--- src/design/irpdt_pkg.sv ---
// Package for the infrared pulse-distance transmitter core.
// Holds word types, register map, operation codes and sequencer phases.
// No dependencies; used by ir_pulse_distance_transmitter_core, irpdt_frame_checker and tb.
`default_nettype none

package irpdt_pkg;

	// Frame geometry and field widths
	localparam int DATA_BITS  = 8;
	localparam int BYTE_W     = 8;
	localparam int BIT_POS_W  = 3;
	localparam int TICK_W     = 10;
	localparam int APB_ADDR_W = 4;
	localparam int APB_DATA_W = 32;

	// Register reset values (ticks)
	localparam logic [TICK_W-1:0] MARK_TICKS_RST        = TICK_W'(10);
	localparam logic [TICK_W-1:0] START_SPACE_TICKS_RST = TICK_W'(30);
	localparam logic [TICK_W-1:0] ONE_SPACE_TICKS_RST   = TICK_W'(20);
	localparam logic [TICK_W-1:0] ZERO_SPACE_TICKS_RST  = TICK_W'(10);

	// Register indexes (byte address = 4 * index)
	typedef enum logic [1:0] {
		REG_MARK        = 2'd0,
		REG_START_SPACE = 2'd1,
		REG_ONE_SPACE   = 2'd2,
		REG_ZERO_SPACE  = 2'd3
	} reg_idx_t;

	// Operation codes of an input word
	typedef enum logic {
		OP_LOAD = 1'b0,
		OP_TICK = 1'b1
	} op_t;

	// Sequencer phases, one-hot
	typedef enum logic [7:0] {
		PH_IDLE        = 8'b0000_0001,
		PH_START_MARK  = 8'b0000_0010,
		PH_START_SPACE = 8'b0000_0100,
		PH_BIT_MARK    = 8'b0000_1000,
		PH_BIT_SPACE   = 8'b0001_0000,
		PH_STOP_MARK   = 8'b0010_0000,
		PH_STOP_SPACE  = 8'b0100_0000,
		PH_FINAL_MARK  = 8'b1000_0000
	} phase_t;

	// Input word
	typedef struct packed {
		logic              operation;
		logic [BYTE_W-1:0] data_byte;
	} in_word_t;

	// Result word
	typedef struct packed {
		logic carrier_on;
		logic busy_res;
		logic load_rejected;
	} out_word_t;

endpackage

`default_nettype wire

--- src/design/ir_pulse_distance_transmitter_core.sv ---
// Top level of the infrared pulse-distance transmitter core.
// Depends on irpdt_pkg for word types, register map and phases.
// Phase sequencer, segment counter, APB registers and output skid stage.
`default_nettype none

// Every input word yields exactly one registered result word; a word can be
// accepted in every cycle that in_ready is high. A load word (operation 0)
// starts a frame when idle and is flagged load_rejected when a frame is
// running; a tick word (operation 1) advances the segment counter. The frame
// is a start mark, a start space, DATA_BITS bits MSB first (mark plus one or
// zero space), then a stop mark, a start-length space and a final mark. The
// carrier gate is on during marks and while idle. Segment lengths come from
// four 10-bit APB registers at byte addresses 0, 4, 8 and 12; a length of 0
// acts as 1. Registers should be written only while the block is idle. The
// result register is backed by a one-word skid stage, so in_ready drops only
// when both hold words that the sink has not taken.
module ir_pulse_distance_transmitter_core (
	input  wire                                  clk,
	input  wire                                  arst_n,
	// input channel
	input  wire                                  in_valid,
	output logic                                 in_ready,
	input  irpdt_pkg::in_word_t                  in_word,
	// result channel
	output logic                                 out_valid,
	input  wire                                  out_ready,
	output irpdt_pkg::out_word_t                 out_word,
	// configuration port
	input  wire                                  psel,
	input  wire                                  penable,
	input  wire                                  pwrite,
	input  wire  [irpdt_pkg::APB_ADDR_W-1:0]     paddr,
	input  wire  [irpdt_pkg::APB_DATA_W-1:0]     pwdata,
	output logic [irpdt_pkg::APB_DATA_W-1:0]     prdata,
	output logic                                 pready
);

	localparam int TW = irpdt_pkg::TICK_W;
	localparam int PW = irpdt_pkg::BIT_POS_W;

	// Configuration registers
	logic [TW-1:0] mark_ticks_q;
	logic [TW-1:0] start_space_ticks_q;
	logic [TW-1:0] one_space_ticks_q;
	logic [TW-1:0] zero_space_ticks_q;

	// Sequencer state
	irpdt_pkg::phase_t           phase_q, phase_d;
	logic [PW-1:0]               bit_pos_q, bit_pos_d;
	logic [irpdt_pkg::BYTE_W-1:0] shift_q, shift_d;
	logic [TW-1:0]               seg_q, seg_d;

	// Output register and skid stage
	logic                 out_v_q;
	irpdt_pkg::out_word_t out_q;
	logic                 skid_v_q;
	irpdt_pkg::out_word_t skid_q;

	logic                 accept;
	logic                 cfg_write;
	irpdt_pkg::reg_idx_t  cfg_idx;
	logic [TW-1:0]        seg_inc;
	logic [TW-1:0]        seg_len;
	logic [TW-1:0]        seg_len_eff;
	logic                 seg_done;
	logic                 rejected;
	irpdt_pkg::out_word_t res;

	assign accept    = in_valid && in_ready;
	assign pready    = 1'b1;
	assign cfg_write = psel && penable && pwrite;
	assign cfg_idx   = irpdt_pkg::reg_idx_t'(paddr[irpdt_pkg::APB_ADDR_W-1:2]);

	// APB register writes
	always_ff @(posedge clk or negedge arst_n) begin
		if (!arst_n) begin
			mark_ticks_q        <= irpdt_pkg::MARK_TICKS_RST;
			start_space_ticks_q <= irpdt_pkg::START_SPACE_TICKS_RST;
			one_space_ticks_q   <= irpdt_pkg::ONE_SPACE_TICKS_RST;
			zero_space_ticks_q  <= irpdt_pkg::ZERO_SPACE_TICKS_RST;
		end else if (cfg_write) begin
			case (cfg_idx)
				irpdt_pkg::REG_MARK:        mark_ticks_q        <= pwdata[TW-1:0];
				irpdt_pkg::REG_START_SPACE: start_space_ticks_q <= pwdata[TW-1:0];
				irpdt_pkg::REG_ONE_SPACE:   one_space_ticks_q   <= pwdata[TW-1:0];
				irpdt_pkg::REG_ZERO_SPACE:  zero_space_ticks_q  <= pwdata[TW-1:0];
				default: ;
			endcase
		end
	end

	// APB read mux
	always_comb begin
		prdata = '0;
		case (cfg_idx)
			irpdt_pkg::REG_MARK:        prdata[TW-1:0] = mark_ticks_q;
			irpdt_pkg::REG_START_SPACE: prdata[TW-1:0] = start_space_ticks_q;
			irpdt_pkg::REG_ONE_SPACE:   prdata[TW-1:0] = one_space_ticks_q;
			irpdt_pkg::REG_ZERO_SPACE:  prdata[TW-1:0] = zero_space_ticks_q;
			default:                    prdata = '0;
		endcase
	end

	// Length of the current segment; zero counts as one tick
	always_comb begin
		case (phase_q)
			irpdt_pkg::PH_START_SPACE,
			irpdt_pkg::PH_STOP_SPACE: seg_len = start_space_ticks_q;
			irpdt_pkg::PH_BIT_SPACE:  seg_len = shift_q[irpdt_pkg::DATA_BITS-1] ?
			                                    one_space_ticks_q : zero_space_ticks_q;
			default:                  seg_len = mark_ticks_q;
		endcase
		seg_len_eff = (seg_len == '0) ? TW'(1) : seg_len;
	end

	assign seg_inc  = seg_q + TW'(1);
	assign seg_done = (seg_inc >= seg_len_eff);

	// Next-state logic for one input word
	always_comb begin
		phase_d   = phase_q;
		bit_pos_d = bit_pos_q;
		shift_d   = shift_q;
		seg_d     = seg_q;
		rejected  = 1'b0;
		if (in_word.operation == irpdt_pkg::OP_LOAD) begin
			if (phase_q == irpdt_pkg::PH_IDLE) begin
				shift_d   = in_word.data_byte;
				bit_pos_d = '0;
				seg_d     = '0;
				phase_d   = irpdt_pkg::PH_START_MARK;
			end else begin
				rejected = 1'b1;
			end
		end else if (phase_q != irpdt_pkg::PH_IDLE) begin
			seg_d = seg_inc;
			if (seg_done) begin
				seg_d = '0;
				case (phase_q)
					irpdt_pkg::PH_START_MARK:  phase_d = irpdt_pkg::PH_START_SPACE;
					irpdt_pkg::PH_START_SPACE: phase_d = irpdt_pkg::PH_BIT_MARK;
					irpdt_pkg::PH_BIT_MARK:    phase_d = irpdt_pkg::PH_BIT_SPACE;
					irpdt_pkg::PH_BIT_SPACE: begin
						if (bit_pos_q >= PW'(irpdt_pkg::DATA_BITS - 1)) begin
							phase_d   = irpdt_pkg::PH_STOP_MARK;
							bit_pos_d = '0;
						end else begin
							phase_d   = irpdt_pkg::PH_BIT_MARK;
							bit_pos_d = bit_pos_q + PW'(1);
						end
						shift_d = shift_q << 1;
					end
					irpdt_pkg::PH_STOP_MARK:   phase_d = irpdt_pkg::PH_STOP_SPACE;
					irpdt_pkg::PH_STOP_SPACE:  phase_d = irpdt_pkg::PH_FINAL_MARK;
					default:                   phase_d = irpdt_pkg::PH_IDLE;
				endcase
			end
		end
	end

	// Result word reflects the state after the item
	always_comb begin
		res.carrier_on    = !(phase_d inside {irpdt_pkg::PH_START_SPACE,
		                                      irpdt_pkg::PH_BIT_SPACE,
		                                      irpdt_pkg::PH_STOP_SPACE});
		res.busy_res      = (phase_d != irpdt_pkg::PH_IDLE);
		res.load_rejected = rejected;
	end

	// Sequencer state registers
	always_ff @(posedge clk or negedge arst_n) begin
		if (!arst_n) begin
			phase_q   <= irpdt_pkg::PH_IDLE;
			bit_pos_q <= '0;
			shift_q   <= '0;
			seg_q     <= '0;
		end else if (accept) begin
			phase_q   <= phase_d;
			bit_pos_q <= bit_pos_d;
			shift_q   <= shift_d;
			seg_q     <= seg_d;
		end
	end

	// Output register plus skid stage
	assign in_ready  = !skid_v_q;
	assign out_valid = out_v_q;
	assign out_word  = out_q;

	always_ff @(posedge clk or negedge arst_n) begin
		if (!arst_n) begin
			out_v_q  <= 1'b0;
			skid_v_q <= 1'b0;
		end else if (out_ready || !out_v_q) begin
			if (skid_v_q) begin
				out_v_q  <= 1'b1;
				skid_v_q <= 1'b0;
			end else begin
				out_v_q <= accept;
			end
		end else if (accept) begin
			skid_v_q <= 1'b1;
		end
	end

	// Payload of output and skid words
	always_ff @(posedge clk) begin
		if (out_ready || !out_v_q) begin
			if (skid_v_q) begin
				out_q <= skid_q;
			end else if (accept) begin
				out_q <= res;
			end
		end else if (accept) begin
			skid_q <= res;
		end
	end

`ifndef ASSERT_OFF
	// Skid stage only fills behind a held output word
	a_skid_behind_out: assert property (@(posedge clk) disable iff (!arst_n)
		skid_v_q |-> out_v_q)
		else $error("skid word present without output word");

	// A stalled accept must land in the skid stage
	a_stall_to_skid: assert property (@(posedge clk) disable iff (!arst_n)
		(accept && out_v_q && !out_ready) |=> skid_v_q)
		else $error("accepted word lost during output stall");

	// A rejected load only happens during a frame
	a_reject_busy: assert property (@(posedge clk) disable iff (!arst_n)
		(out_v_q && out_q.load_rejected) |-> out_q.busy_res)
		else $error("load rejected while not busy");

	// Idle leaves the counters cleared
	a_idle_clean: assert property (@(posedge clk) disable iff (!arst_n)
		(phase_q == irpdt_pkg::PH_IDLE) |-> (seg_q == '0 && bit_pos_q == '0))
		else $error("counters not cleared in idle");

	// Idle results always show the carrier on
	a_idle_carrier: assert property (@(posedge clk) disable iff (!arst_n)
		(out_v_q && !out_q.busy_res) |-> out_q.carrier_on)
		else $error("carrier off while idle");
`endif

endmodule

`default_nettype wire

--- config.mk ---
export PLATFORM = sky130hd
export DESIGN_NAME = ir_pulse_distance_transmitter_core
export DESIGN_NICKNAME = d
export VERILOG_FILES = /design/src/design/irpdt_pkg.sv /design/src/design/ir_pulse_distance_transmitter_core.sv
export SDC_FILE = /design/constraint.sdc
export NUM_CORES = 1
export LEC_CHECK = 0
export BUFFER_PORTS_ARGS = -buffer_cell sky130_fd_sc_hd__buf_2
export CORE_MARGIN = 4
export CORE_UTILIZATION = 55
export DETAILED_ROUTE_END_ITERATION = 6
export GPL_TIMING_DRIVEN = 0
export PLACE_DENSITY = 0.8
export SLEW_MARGIN = 5
export SYNTH_ARGS = -nofsm -noshare
export SYNTH_HDL_FRONTEND = slang
export SYNTH_SLANG_ARGS = --single-unit
--- constraint.sdc ---
create_clock -name clk -period 5.4 [get_ports clk]
set_clock_uncertainty 0.2 [all_clocks]
set_input_delay 0 -clock clk [delete_from_list [all_inputs] [get_ports clk]]
set_output_delay 0 -clock clk [all_outputs]
set_load 0.005 [all_outputs]
==> results_dict.tcl <==
set metrics [dict create \
    synthCells 405 \
    peakVddDrop_uv 243.0 \
    dpl.hpwl_um 6609 \
    synth_largest_area_cell "dfrtp_1" \
    grt_max_degree 71 \
    worst_setup_path_end_kind "flop" \
    synth_edf_count 6 \
    setup_tns_ns 0 \
    post_cts_buffers 0 \
    status "finished clean" \
    cts.sinks 77 \
    netlist.area_leader.share_pct 33.62 \
    seq_area_frac_synth_pct 44.13 \
    fin_total_pwr_uw 1741 \
    core_region_area_sq_mm 0.007807 \
    grt_pass1_wl_um 16740 \
    cpMaxStageDelayCell "dfstp_2" \
    yosysMostFrequentCell "dfrtp_1" \
    nFillCells 549 \
    grt_pass1_vias 3481 \
    cp.required_ns 5.31 \
    io_pins 90 \
    dpl-instance-area_sq_mm 0.004917 \
    gp_congestion 0.8697 \
    syn-cell-area_sq_mm 0.004466 \
    cap_viol_max_count 0 \
    drive_gt1_share_pct 31.12 \
    diodes 0 \
    setup_violations 0 \
    seq_area_sq_mm 0.001971 \
    vias_per_cell 5.475 \
    worstMarginPinSlew_ns 0.9660 \
    die_h_um 98.11 \
    design.die.area_sq_mm 0.009625 \
    port_buffers 42 \
    clock_insertion_delay_worst_skew_ns 0.35 \
    netlist_top_cells_count "dfrtp_1, nand2_1, mux2_2, nor2_1, buf_4" \
    synth.distinct_cells 54 \
    drc 0 \
    drv_slew 0 \
    p_leak_uw 0.002483 \
    cts_root_buf "clkbuf_8" \
    htree_levels 3 \
    worst_setup_path_start_kind "flop" \
    cts_tree "built" \
    syn2layout_area_growth_pct 21.24 \
    ys_warn_count 0 \
    finalNetCount 573 \
    post-route-cell-area_sq_mm 0.005414 \
    die_w_um 98.11 \
    avgSynthCellArea_sq_um 11.03 \
    clockBufferDepth 2 \
    hold_violations 0 \
    vias 3356 \
    ant_nets 0 \
    timing.fmax_ghz 0.1961 \
    cp_max_fo 10 \
    start_util_pct 57.20 \
    wl_per_cell_um 15.98 \
    grt-ovfl-total 0 \
    dr.pass1.iters 4 \
    antenna_found_initial 0 \
    grt_use_total_pct 21.57 \
    period_share_pct 94.41 \
    rows 32 \
    clk_pin_slew_ns 0.09 \
    powerDensity_mw_per_mm2 321.5 \
    finalWirelength_um 9796 \
    cpPeakStageDelay_ns 0.59 \
    numCtsBuffers 9 \
    path_cells "nor4_1, and3_1, or2_2, clkbuf_1, a221oi_1, nand2_1, o31ai_1, ha_1, nand2b_1, a21oi_1, o41ai_4, or2_4, a32o_2, or3_1, a211o_1, mux2_4" \
    synth.area.top_cells "dfrtp_1, mux2_2, dfstp_2" \
    path_class "reg -> reg" \
    rsz0062_at_grt "false" \
    slew_headroom_pct 35.36 \
    async_reset_ff_share_pct 92.21 \
    drt_iter0_markers 126 \
    post-route-min-period_ns 5.098 \
    hold_path.class "in -> async" \
    ys.flop_type "dfrtp_1" \
    ys_ff_latch 77 \
    cp.arrival_ns 5.01 \
    multiInputGateArea_sq_mm 0.002332 \
]
-- worst paths after layout --
kind | start | to | depth (start not counted) | slack [ns]
hold / removal | arst_n | skid_v_q | 3 | 0.001
setup reg to reg | phase_q[0] | out_word[2] | 16 | 0.30
hold reg to reg | shift_q[1] | shift_q[1] | 2 | 0.30
max in group asynchronous | arst_n | shift_q[3] | 3 | 4.57
min in group clk | penable | mark_ticks_q[2] | 4 | 0.07
setup / recovery | phase_q[0] | out_word[2] | 16 | 0.30
-- per-stage QoR --
stage          hold WS (ns)  setup slack (ns)  cells  utilization, %
5_1_grt             0.05572          0.004193    613           69.34
3_3_place_gp        0.04176            0.3246    570           62.53
4_1_cts             0.01078            0.2759    614           69.31
3_5_place_dp        -0.4009            0.2890    571           62.98
2_1_floorplan       -0.4956            0.8558    426               -
6_report           0.001022            0.3018    613           69.34
-- cell type report --
type,instances,area share (%)
repair buffers,70,9.429
clock buffers,11,2.612
clock inverters,5,1.525
plain buffers,37,4.183
well taps,102,2.357
flip-flops and latches,77,36.40
multi-input cells,305,43.08
inverters,6,0.4160
-- power breakdown --
group          switching [uW]  internal [uW]
clock                     221            275
sequential               93.4            704
combinational             208            239
-- cells by family (layout without fill, tap and decap cells) --
family | Yosys count | after routing | share of synthesized area (%)
adders and majority gates | 15 | 15 | 4.203
other | 2 | 23 | 0.1682
DFF | 77 | 77 | 44.13
muxes | 69 | 69 | 19.53
xor gates and xnor gates | 10 | 10 | 1.961
buffers and inverters | 44 | 129 | 5.660
AOI/OAI and AO/OA | 61 | 61 | 10.23
and+or+nand+nor | 127 | 127 | 14.12
-- cells in the final DEF, fill, tap and decap left out, types with 17 or more instances in the layout --
master / Yosys / routed
buf_2: 1 / 42
buf_4: 23 / 24
conb_1: 2 / 23
dfrtp_1: 60 / 60
dlygate4sd3_1: 0 / 27
mux2_2: 41 / 41
mux2i_1: 17 / 17
nand2_1: 51 / 51
nor2_1: 24 / 24
o21ai_0: 21 / 21
-- state kept, by name, indices dropped and copies added (netlist names), 8 cells and up --
signal,count
start_space_ticks_q,10
mark_ticks_q,10
zero_space_ticks_q,10
seg_q,10
phase_q,8
shift_q,8
one_space_ticks_q,10
-- metal layers --
metal	vias up	routed length (um)	track usage, %	share of wire, %
met4	0	179	7.348	1.8
li1	1629	-	-	-
met2	76	5016	37.28	51
met3	15	340	3.357	3.5
met5	-	0	0	0
met1	1636	4260	27.67	43
-- repair_timing --
item	in CTS	in global routing
endpoints found under the hold margin	130	0
endpoints found under the setup margin	0	1
hold buffers	27	0
gates resized for setup	0	1
-- worst max-delay path: cells and delay by family (launching register included) --
kind,cells,cell delay (ns)
AOI/OAI and AO/OA,6,1.81
and+or+nand+nor,7,1.48
DFF,1,0.59
buffers and inverters,1,0.27
adders and majority gates,1,0.26
muxes,1,0.25
Note: power is estimated with default switching activity, not from simulation.
